[config.mk]
export PLATFORM = sky130hd
export DESIGN_NAME = ternary_quantize_bit_pack
export DESIGN_NICKNAME = d
export VERILOG_FILES = /design/src/rtl/core/tqbp_pkg.sv /design/src/rtl/core/tqbp_quant.sv /design/src/rtl/core/tqbp_cell.sv /design/src/rtl/core/ternary_quantize_bit_pack.sv
export SDC_FILE = /design/constraint.sdc
export NUM_CORES = 1
export LEC_CHECK = 0
export ABC_CLOCK_PERIOD_IN_PS = 17300
export CAP_MARGIN = 30
export CORE_ASPECT_RATIO = 1.75
export CORE_MARGIN = 10
export CORE_UTILIZATION = 30
export DETAILED_ROUTE_END_ITERATION = 10
export DONT_BUFFER_PORTS = 1
export PLACE_DENSITY_LB_ADDON = 0.08
export SLEW_MARGIN = 40
export SYNTH_ARGS = -nofsm -noshare
export SYNTH_HDL_FRONTEND = slang
export SYNTH_HIERARCHICAL = 1
export SYNTH_SLANG_ARGS = --single-unit
export TNS_END_PERCENT = 30
[constraint.sdc]
create_clock -name clk -period 17.3 [get_ports clk]
set_input_delay 1.73 -clock clk [delete_from_list [all_inputs] [get_ports clk]]
set_output_delay 1.73 -clock clk [all_outputs]
set_load 0.1 [all_outputs]
[src/rtl/core/tqbp_pkg.sv]
// Shared types and constants for the ternary quantizer and bit-plane packer.
package tqbp_pkg;

  localparam int WORD_BITS   = 64;
  localparam int SAMPLE_BITS = 16;
  localparam int THRESH_BITS = 15;

  // Input word: one channel sample of the current pixel
  typedef struct packed {
    logic signed [SAMPLE_BITS-1:0] sample;
    logic                          last_channel;
  } in_word_t;

  // Result word: packed bit planes of one channel group
  typedef struct packed {
    logic [WORD_BITS-1:0] negative_plane;
    logic [WORD_BITS-1:0] nonzero_plane;
    logic                 pixel_end;
  } out_word_t;

  // Ternary code of one sample
  typedef struct packed {
    logic neg;
    logic nz;
  } tern_t;

  // Control broadcast to every slot cell
  typedef struct packed {
    logic  accept;
    logic  emit;
    tern_t code;
  } cell_ctl_t;

endpackage

[src/rtl/core/tqbp_quant.sv]
// Ternary quantizer: compares one sample against +threshold and -threshold.
module tqbp_quant (
  input  logic signed [tqbp_pkg::SAMPLE_BITS-1:0] sample,
  input  logic        [tqbp_pkg::THRESH_BITS-1:0] threshold,
  output tqbp_pkg::tern_t                         code
);
  import tqbp_pkg::*;

  localparam int CMP_BITS = ((SAMPLE_BITS > THRESH_BITS) ? SAMPLE_BITS : THRESH_BITS) + 2;

  logic signed [CMP_BITS-1:0] s_ext;
  logic signed [CMP_BITS-1:0] t_pos;
  logic signed [CMP_BITS-1:0] t_neg;

  // Widen both operands so the negated threshold always fits
  assign s_ext = CMP_BITS'(sample);
  assign t_pos = $signed({{(CMP_BITS-THRESH_BITS){1'b0}}, threshold});
  assign t_neg = -t_pos;

  // Map to +1, -1 or 0
  always_comb begin
    code.neg = (s_ext < t_neg);
    code.nz  = (s_ext > t_pos) || (s_ext < t_neg);
  end

endmodule

[src/rtl/core/tqbp_cell.sv]
// One channel slot: holds its two plane bits and the fill token it passes on.
module tqbp_cell (
  input  logic                clk,
  input  logic                rst_n,
  input  logic                home,
  input  logic                tok_in,
  input  tqbp_pkg::cell_ctl_t ctl,
  output logic                tok_out,
  output logic                neg_bit,
  output logic                nz_bit
);
  import tqbp_pkg::*;

  logic tok_r,  tok_nxt;
  logic neg_r,  neg_nxt;
  logic nz_r,   nz_nxt;
  logic hit;

  // Capture the incoming code when this slot holds the token
  assign hit     = ctl.accept && tok_r;
  assign neg_bit = neg_r || (hit && ctl.code.neg);
  assign nz_bit  = nz_r  || (hit && ctl.code.nz);
  assign tok_out = tok_r;

  // Advance the token, clear on emit
  always_comb begin
    tok_nxt = tok_r;
    neg_nxt = neg_r;
    nz_nxt  = nz_r;
    if (ctl.accept && ctl.emit) begin
      tok_nxt = home;
      neg_nxt = 1'b0;
      nz_nxt  = 1'b0;
    end else if (ctl.accept) begin
      tok_nxt = tok_in;
      neg_nxt = neg_bit;
      nz_nxt  = nz_bit;
    end
  end

  always_ff @(posedge clk) begin
    if (!rst_n) begin
      tok_r <= home;
      neg_r <= 1'b0;
      nz_r  <= 1'b0;
    end else begin
      tok_r <= tok_nxt;
      neg_r <= neg_nxt;
      nz_r  <= nz_nxt;
    end
  end

endmodule

[src/rtl/core/ternary_quantize_bit_pack.sv]
// Top level: quantizer, row of slot cells with a fill token, output register.
// Throughput: one sample per cycle while in_stall is low; a full word and the next sample overlap.
// Output: the word pair is registered, valid in the cycle after the sample that closes it.
// The fill position is a one-hot token handed from cell to cell, 64 cells.
// Reset: token at slot 0, planes clear, threshold 0, output register empty.
module ternary_quantize_bit_pack (
  input  logic                                clk,
  input  logic                                rst_n,
  input  logic                                in_valid,
  output logic                                in_stall,
  input  tqbp_pkg::in_word_t                  in_word,
  output logic                                out_valid,
  input  logic                                out_stall,
  output tqbp_pkg::out_word_t                 out_word,
  input  logic                                cfg_wr_en,
  input  logic [tqbp_pkg::THRESH_BITS-1:0]    cfg_wr_data
);
  import tqbp_pkg::*;

  logic [THRESH_BITS-1:0] thresh_r, thresh_nxt;
  logic                   out_valid_r, out_valid_nxt;
  out_word_t              out_word_r, out_word_nxt;

  tern_t                  code;
  cell_ctl_t              ctl;
  logic                   in_acc;
  logic [WORD_BITS-1:0]   tok_vec;
  logic [WORD_BITS-1:0]   neg_vec;
  logic [WORD_BITS-1:0]   nz_vec;

  // Hold input while a finished word is stalled
  assign in_stall = out_valid_r && out_stall;
  assign in_acc   = in_valid && !in_stall;

  tqbp_quant u_quant (
    .sample    (in_word.sample),
    .threshold (thresh_r),
    .code      (code)
  );

  // Broadcast control to the cell row
  always_comb begin
    ctl.accept = in_acc;
    ctl.emit   = in_word.last_channel || tok_vec[WORD_BITS-1];
    ctl.code   = code;
  end

  // Row of slot cells, token moves toward higher slots
  for (genvar i = 0; i < WORD_BITS; i++) begin : g_cell
    logic tok_prev;
    if (i == 0) begin : g_head
      assign tok_prev = 1'b0;
    end else begin : g_body
      assign tok_prev = tok_vec[i-1];
    end
    tqbp_cell u_cell (
      .clk     (clk),
      .rst_n   (rst_n),
      .home    ((i == 0) ? 1'b1 : 1'b0),
      .tok_in  (tok_prev),
      .ctl     (ctl),
      .tok_out (tok_vec[i]),
      .neg_bit (neg_vec[i]),
      .nz_bit  (nz_vec[i])
    );
  end

  // Load the threshold on a config write; load the output register on emit, drop it once taken
  always_comb begin
    thresh_nxt    = cfg_wr_en ? cfg_wr_data : thresh_r;
    out_valid_nxt = out_valid_r && out_stall;
    out_word_nxt  = out_word_r;
    if (in_acc && ctl.emit) begin
      out_valid_nxt               = 1'b1;
      out_word_nxt.negative_plane = neg_vec;
      out_word_nxt.nonzero_plane  = nz_vec;
      out_word_nxt.pixel_end      = in_word.last_channel;
    end
  end

  always_ff @(posedge clk) begin
    if (!rst_n) begin
      thresh_r    <= '0;
      out_valid_r <= 1'b0;
    end else begin
      thresh_r    <= thresh_nxt;
      out_valid_r <= out_valid_nxt;
    end
  end

  always_ff @(posedge clk) begin
    out_word_r <= out_word_nxt;
  end

  assign out_valid = out_valid_r;
  assign out_word  = out_word_r;

`ifndef NO_ASSERTIONS
  a_tok_onehot: assert property (@(posedge clk) disable iff (!rst_n)
    $onehot(tok_vec))
    else $error("fill token not one-hot");

  a_full_emits: assert property (@(posedge clk) disable iff (!rst_n)
    in_acc && tok_vec[WORD_BITS-1] |=> out_valid_r)
    else $error("full word did not produce an output");

  a_tok_home: assert property (@(posedge clk) disable iff (!rst_n)
    in_acc && ctl.emit |=> tok_vec[0])
    else $error("token did not return to slot 0 after emit");

  a_pixel_end: assert property (@(posedge clk) disable iff (!rst_n)
    in_acc && ctl.emit |=> out_word_r.pixel_end == $past(in_word.last_channel))
    else $error("pixel_end does not match closing sample");
`endif

endmodule

Word level (Yosys, flattened, before mapping)
Cells that the tools add are included.
Operators by class
  $add $sub $neg: 1
  magnitude comparators: 2
  multiplexer cells: 1
  bitwise logic cells: 1
  reduce and logical (&&, ||, !) cells: 327
Operator list (number)
  1-bit logical AND: 195
  1-bit logical OR: 130
  16-bit by 18-bit < comparator with 1-bit output: 1
  15-bit negation with 18-bit output: 1
  16-bit greater-than comparator: 1
  2-bit OR reduction: 1
  1-bit zero test: 1
  1-bit 2-to-1 mux: 1
  1-bit inverter: 1
Storage, ports and cells
  register bits: 337
  bits of input ports: 37
  output and inout port bits: 131
  logic and storage cells: 529

Longest topological paths before layout
Gate-level depths: netlist of run 1.
  depth in word-level cells: 6
  depth in mapped cells: 15

By module
Netlist of run 1, hierarchy kept.
Modules (own cells, without submodules)
  tqbp_cell: instances 64, cells each 10, area each 136.4 um^2, sequential area each 70.1 um^2
  ternary_quantize_bit_pack: instances 1, cells each 187, area each 4519.3 um^2, sequential area each 4194.0 um^2
  tqbp_quant: instances 1, cells each 133, area each 991.0 um^2, sequential area each 0.0 um^2

Least setup slack after synthesis of run 1
OpenSTA, ideal clock, no wires.
  path kind: input to register
  from: input port in_word[6] in the netlist's numbering
  to: register g_cell[0].u_cell.nz_r
  library setup time: 0.058 ns
  arrival: 6.853 ns
  data required time: 17.242 ns
  path slack: 10.389 ns
  stages on the path: 9
  buffers on the path: 0
  cells stage by stage: ha_1 and3_1 o2111a_1 a2111oi_1 o21ai_1 mux2i_1 or2_1 a31o_2 and2b_1
RTL lines
  start, declared: RTL line ternary_quantize_bit_pack.sv:11  | input tqbp_pkg::in_word_t in_word,
  end signal, assigned: RTL line tqbp_cell.sv:49  | nz_r <= nz_nxt;
  end, declared: RTL line tqbp_cell.sv:16  | logic nz_r, nz_nxt;

==> results.sh, run 1 <==
export IMPL_status="completed"
export IMPL_synthTopCellsByArea="edfxtp_1 (41%), dfxtp_1 (20%), a31o_2 (7.9%)"
export IMPL_cts_sinks=337
export IMPL_synthDistinctLibCells=43
export IMPL_slew_headroom_pct=40.6
export IMPL_ios=168
export IMPL_die_h_um=308
export IMPL_globalplace_congestion=0.714
export IMPL_synth_flop_cell="edfxtp_1"
export IMPL_min_path_type="flip-flop to flip-flop"
export IMPL_finalSetupViolations=0
export IMPL_drive_above_1_share_pct=41.9
export IMPL_multiInputGateArea_sq_mm=0.00572
export IMPL_row_count=105
export IMPL_ctsResizeCount=0
export IMPL_n_fill_cell=4265
export IMPL_r2r_end="g_cell[42].u_cell/nz_r$_SDFFE_PP0P_"
export IMPL_synth_edf_count=193
export IMPL_grt_max_degree=145
export IMPL_reg2reg_slack_ns=12.85
export IMPL_finalCoreUtilization_pct=40.9
export IMPL_cts_setup_buffers=0
export IMPL_cp_required_ns=17.57
export IMPL_rsz0062_at_grt="no"
export IMPL_skew_ns=0.00949
export IMPL_clock_fmax_mhz=203
export IMPL_setup_tns_ns=0
export IMPL_ff_latch_area_sq_mm=0.00868
export IMPL_gr_total_overflow=0
export IMPL_crit_type="primary input to flip-flop"
export IMPL_antenna_found_initial=0
export IMPL_max_cap_violations=0
export IMPL_end_kind="flip-flop"
export IMPL_wirelength_um=34000
export IMPL_num_vias=8352
export IMPL_ctsHtreeMaxLevel=2
export IMPL_p_per_area_mw_per_mm2=121
export IMPL_ys_seq_area_share_pct=60.9
export IMPL_fin_nets=1252
export IMPL_crit_path_start="out_stall"
export IMPL_crit_end="g_cell[8].u_cell/tok_out$_DFFE_PP_"
export IMPL_grt_pass1_wl_um=52700
export IMPL_r2r_cells=15
export IMPL_setup_worst_path_start_class="primary input"
export IMPL_clk_path_buf_depth=3
export IMPL_r2r_start="thresh_r[0]$_SDFFE_PN0P_"
export IMPL_die_area_sq_mm=0.0569
export IMPL_drc=0
export IMPL_clk_pin_slew_ns=0.06
export IMPL_dp_hpwl_um=22000
export IMPL_worst_skew_pair_late_latency_ns=0.52
export IMPL_routedWlPerCell_um=18.9
export IMPL_cts_tree="yes"
export IMPL_fp_coreArea_sq_mm=0.0469
export IMPL_yosysMostFrequentCell="edfxtp_1"
export IMPL_ctsHoldBuffers=0
export IMPL_critPathArrivalTime_ns=5.20
export IMPL_cts_made_buffers=35
export IMPL_first_pass_iters=4
export IMPL_worst_pin_slew_ns=0.893
export IMPL_synth_top_cell_area_share_pct=40.7
export IMPL_syn_area_per_cell_sq_um=14.8
export IMPL_slew_violations=0
export IMPL_ir_drop_uv=75.5
export IMPL_synth_commonest_cells="edfxtp_1 (193), dfxtp_1 (144), a31o_2 (128)"
export IMPL_vias_per_cell=4.65
export IMPL_ant_nets=0
export IMPL_crit_fanout=78
export IMPL_syn_cell_area_sq_mm=0.0142
export IMPL_hold_viol=0
export IMPL_netlist_instances=960
export IMPL_die_width_um=185
export IMPL_grt_usage_pct=11.9
export IMPL_root_buffer="clkbuf_16"
export IMPL_num_antenna_cells=0
export IMPL_fin_crit_sh_pct=28.5
export IMPL_start_util_pct=30.4
export IMPL_area_delta_synth_final_pct=34.6
export IMPL_leakage_nw=8.12
export IMPL_synth_seq_cells=337
export IMPL_first_global_vias=8655
export IMPL_fin_crit_ns=4.94
export IMPL_initialDrtViolationCount=269
export IMPL_yosysWarnings=6
export IMPL_async_flop_share_pct=0
export IMPL_yosysTopAreaCell="edfxtp_1"
export IMPL_port_buffers=0
[worst min path at each step]
stage,slack (ns),from,endpoint,depth (start not counted)
after floorplan,0.48,g_cell[35].u_cell/neg_r$_SDFFE_PP0P_,out_word[100]$_DFFE_PP_,1
after global placement,0.49,g_cell[24].u_cell/nz_r$_SDFFE_PP0P_,out_word[25]$_DFFE_PP_,1
after detailed placement,0.49,g_cell[60].u_cell/nz_r$_SDFFE_PP0P_,out_word[61]$_DFFE_PP_,1
after CTS,0.51,g_cell[23].u_cell/nz_r$_SDFFE_PP0P_,out_word[24]$_DFFE_PP_,1
after global routing,0.52,g_cell[32].u_cell/nz_r$_SDFFE_PP0P_,out_word[33]$_DFFE_PP_,1
final,0.50,g_cell[23].u_cell/nz_r$_SDFFE_PP0P_,out_word[24]$_DFFE_PP_,1
[cell families (layout without fill, tap and decap cells)]
logic type / Yosys count / count (layout) / share of synthesized area, %
flip-flops: 337 / 337 / 60.9
AND/OR/NAND/NOR: 256 / 256 / 13.1
AO/OA/AOI/OAI: 219 / 219 / 13.6
multiplexers: 80 / 80 / 7.87
adder cells (fa/ha/maj): 33 / 33 / 2.90
buffers and inverters: 21 / 207 / 0.721
XOR/XNOR: 12 / 12 / 0.738
other: 2 / 65 / 0.0527
[worst max-delay path: stages]
cell and delay (ns):
nand2_1 0.11, and2_4 0.57, buf_4 0.70, buf_4 0.77
buf_4 0.62, a21bo_2 0.26, mux2_4 0.30
[cell usage in the layout, fill, tap and decap left out, drive strengths merged, types with 9 or more instances in the layout]
cell / count
a21bo: 64
a21oi: 9
a31o: 128
and2b: 128
buf: 116
clkbuf: 58
clkinv: 9
conb: 65
dfxtp: 144
edfxtp: 193
ha: 33
inv: 20
mux2: 64
mux2i: 16
nand2: 10
nor2: 9
nor2b: 17
or2b: 64
xnor2: 11
[through the flow]
step	cell area (sq um)	power (mW)	std cells	hold slack [ns]	setup slack, ns
6_report	19200	2.32	1797	0.501	12.36
4_1_cts	18900	2.36	1788	0.506	12.43
3_3_place_gp	15300	1.45	1615	0.488	11.91
5_1_grt	19200	2.42	1797	0.518	12.18
3_5_place_dp	17800	1.58	1724	0.493	11.88
2_1_floorplan	14500	1.37	1023	0.481	10.39
[per-layer routing]
metal / GRT usage [%] / vias up / routed length, um
met3: 2.97 / 49 / 1950
met1: 13.4 / 4106 / 13400
met4: 3.89 / 0 / 839
met2: 21.2 / 193 / 17800
li1: - / 4004 / -
met5: 0 / - / 0
[report_power, final]
group,switching (mW),leakage [nW],internal [mW]
clock network,0.318,0.566,0.441
logic,0.320,4.46,0.226
registers,0.0775,3.10,0.935
[sequential cells by signal (all words and copies together), names as in the netlist]
register and flops:
out_word 129, g_cell.u_cell/neg_r 64, g_cell.u_cell/nz_r 64, g_cell.u_cell/tok_out 64, thresh_r 15, out_valid 1
[area by class of cell]
type / instances / share of cell area (%)
repair buffers: 125 / 14.7
well taps: 588 / 3.84
clock buffers: 49 / 5.27
flip-flops and latches: 337 / 45.3
multi-input cells: 665 / 29.8
inverters: 18 / 0.352
clock inverters: 15 / 0.764
(Power assumes the default switching activity.)
==> inputs of run 2 (changes only) <==
--- a/config.mk
+++ b/config.mk
@@ -5,7 +5,7 @@
 export SDC_FILE = /design/constraint.sdc
 export NUM_CORES = 1
 export LEC_CHECK = 0
-export ABC_CLOCK_PERIOD_IN_PS = 17300
+export ABC_CLOCK_PERIOD_IN_PS = 4100
 export CAP_MARGIN = 30
 export CORE_ASPECT_RATIO = 1.75
 export CORE_MARGIN = 10
==> constraint.sdc (replaced) <==
create_clock -name clk -period 4.1 [get_ports clk]
set_input_delay 0.41 -clock clk [delete_from_list [all_inputs] [get_ports clk]]
set_output_delay 0.41 -clock clk [all_outputs]
set_load 0.1 [all_outputs]
==> results.sh, run 2 (synthesis gave the netlist of run 1 again) <==
export IMPL_routedWlPerCell_um=20.0
export IMPL_ir_drop_uv=304
export IMPL_area_delta_synth_final_pct=38.5
export IMPL_ctsHtreeMaxLevel=2
export IMPL_fp_coreArea_sq_mm=0.0469
export IMPL_min_path_type="primary input to flip-flop"
export IMPL_seq_power_share_pct=42.8
export IMPL_first_pass_iters=4
export IMPL_die_h_um=308
export IMPL_reg2reg_slack_ns=0.24
export IMPL_dp_hpwl_um=23200
export IMPL_fin_crit_sh_pct=94.1
export IMPL_max_cap_violations=0
export IMPL_r2r_end="g_cell[42].u_cell/nz_r$_SDFFE_PP0P_"
export IMPL_final_common_cell="edfxtp_1"
export IMPL_grt_pass1_wl_um=56600
export IMPL_end_kind="flip-flop"
export IMPL_cts_setup_buffers=0
export IMPL_drc=0
export IMPL_ant_nets=0
export IMPL_initialDrtViolationCount=238
export IMPL_vias_per_cell=4.68
export IMPL_port_buffers=0
export IMPL_cp_required_ns=4.50
export IMPL_largest_register_ffs=129
export IMPL_die_width_um=185
export IMPL_crit_path_start="thresh_r[3]$_SDFFE_PN0P_"
export IMPL_setup_worst_path_start_class="flip-flop"
export IMPL_clock_fmax_mhz=259
export IMPL_finalCoreUtilization_pct=42.0
export IMPL_leakage_nw=8.36
export IMPL_globalplace_congestion=0.792
export IMPL_slew_violations=0
export IMPL_drive_above_1_share_pct=42.9
export IMPL_grt_usage_pct=12.8
export IMPL_finalSetupViolations=0
export IMPL_critPathArrivalTime_ns=4.26
export IMPL_instances_no_fill=1816
export IMPL_die_area_sq_mm=0.0569
export IMPL_dp_cells=1752
export IMPL_cts_sinks=337
export IMPL_fin_crit_ns=3.86
export IMPL_grt_max_degree=145
export IMPL_cts_tree="yes"
export IMPL_crit_type="flip-flop to flip-flop"
export IMPL_fin_nets=1273
export IMPL_start_util_pct=30.4
export IMPL_gr_total_overflow=0
export IMPL_num_antenna_cells=0
export IMPL_p_per_area_mw_per_mm2=500
export IMPL_slew_headroom_pct=39.8
export IMPL_worst_skew_pair_late_latency_ns=0.52
export IMPL_status="completed"
export IMPL_p_sw_mw=3.06
export IMPL_clk_pin_slew_ns=0.06
export IMPL_rsz0062_at_grt="no"
export IMPL_hold_viol=0
export IMPL_ios=168
export IMPL_mostFrequentLayoutCells="edfxtp_1 (193), dfxtp_1 (141), a31o_2 (128), buf_16 (101), conb_1 (65)"
export IMPL_cts_made_buffers=36
export IMPL_worst_pin_slew_ns=0.905
export IMPL_wirelength_um=36200
export IMPL_holdWs_ns=0.0562
export IMPL_skew_ns=0.0160
export IMPL_num_vias=8499
export IMPL_switching_share_pct=31.1
export IMPL_r2r_start="thresh_r[3]$_SDFFE_PN0P_"
export IMPL_first_global_vias=9218
export IMPL_intPower_mw=6.79
export IMPL_row_count=105
export IMPL_r2r_cells=14
export IMPL_combPwrFrac_pct=25.4
export IMPL_crit_fanout=64
export IMPL_pwr_share_clk_pct=31.8
export IMPL_antenna_found_initial=0
export IMPL_root_buffer="clkbuf_16"
export IMPL_clk_path_buf_depth=3
export IMPL_crit_end="g_cell[42].u_cell/nz_r$_SDFFE_PP0P_"
[run 2: cell types whose count changed in the layout (fill, tap and decap cells not counted), moves of 3 or more]
cell	previous run	this run
buf_8	36	25
buf_16	70	101
clkbuf_1	7	11
buf_12	3	6
clkbuf_16	45	37
buf_4	5	12
[run 2: routing by layer]
metal  part of all wire (%)  track usage [%]  up-vias
met3                    5.2             2.83       54
met2                     53             23.3      182
met5                      0                0        -
met4                    2.6             4.34        0
met1                     39             14.4     4217
li1                       -                -     4046
[run 2: layout make-up]
class,instances,area (sq um)
Timing Repair Buffer,145,3380
Fill cell,4266,27200
Inverter,18,67.6
Tap cell,588,736
Sequential cell,337,8680
Multi-Input combinational cell,665,5750
Clock inverter,8,42.5
Clock buffer,55,1060
[run 2: power by group through the flow]
stage	clock [mW]	sequential, mW	combinational [mW]
6_report	3.13	4.22	2.50
5_1_grt	3.41	4.25	2.64
4_1_cts	3.29	4.23	2.54
3_5_place_dp	0	4.30	2.53
3_3_place_gp	0	5.12	1.04
2_1_floorplan	0	5.02	0.769
[run 2: what timing repair did]
action	CTS	global route
endpoints found under the setup margin	0	1
hold endpoints to repair	1	0
resized for setup	0	1
hold buffers	1	0
[run 2: worst min path at each step]
stage | from | end | slack, ns | cells after the start
detailed placement | g_cell[5].u_cell/neg_r$_SDFFE_PP0P_ | out_word[70]$_DFFE_PP_ | 0.49 | 1
global placement | g_cell[9].u_cell/neg_r$_SDFFE_PP0P_ | out_word[74]$_DFFE_PP_ | 0.49 | 1
floorplan | g_cell[35].u_cell/neg_r$_SDFFE_PP0P_ | out_word[100]$_DFFE_PP_ | 0.48 | 1
global route | cfg_wr_data[10] | thresh_r[10]$_SDFFE_PN0P_ | 0.05 | 2
finish | in_valid | out_valid$_SDFF_PN0_ | 0.06 | 2
CTS | in_valid | out_valid$_SDFF_PN0_ | 0.03 | 2
[run 2: metrics by stage]
stage	cell area, sq um	power (mW)	setup TNS, ns	worst slack (ns)
final	19700	9.85	0	0.242
after global routing	19700	10.3	0	0.109
after CTS	19700	10.1	0	0.0597
after detailed placement	18600	6.83	0	0.0732
after global placement	15400	6.16	0	0.127
after floorplan	14500	5.79	-77.91	-0.604
[run 2: worst max-delay path, stage by stage, from the launching register on]
cell and delay (ns):
dfxtp_1 0.35, nor4_4 0.40, nand2_1 0.15, nor3_1 0.20
xnor2_1 0.16, ha_1 0.26, and4_1 0.23, o2111a_1 0.13
a2111oi_2 0.45, o21ai_1 0.20, mux2i_4 0.23, or2_4 0.24
buf_12 0.23, a31o_2 0.31, and2b_1 0.15
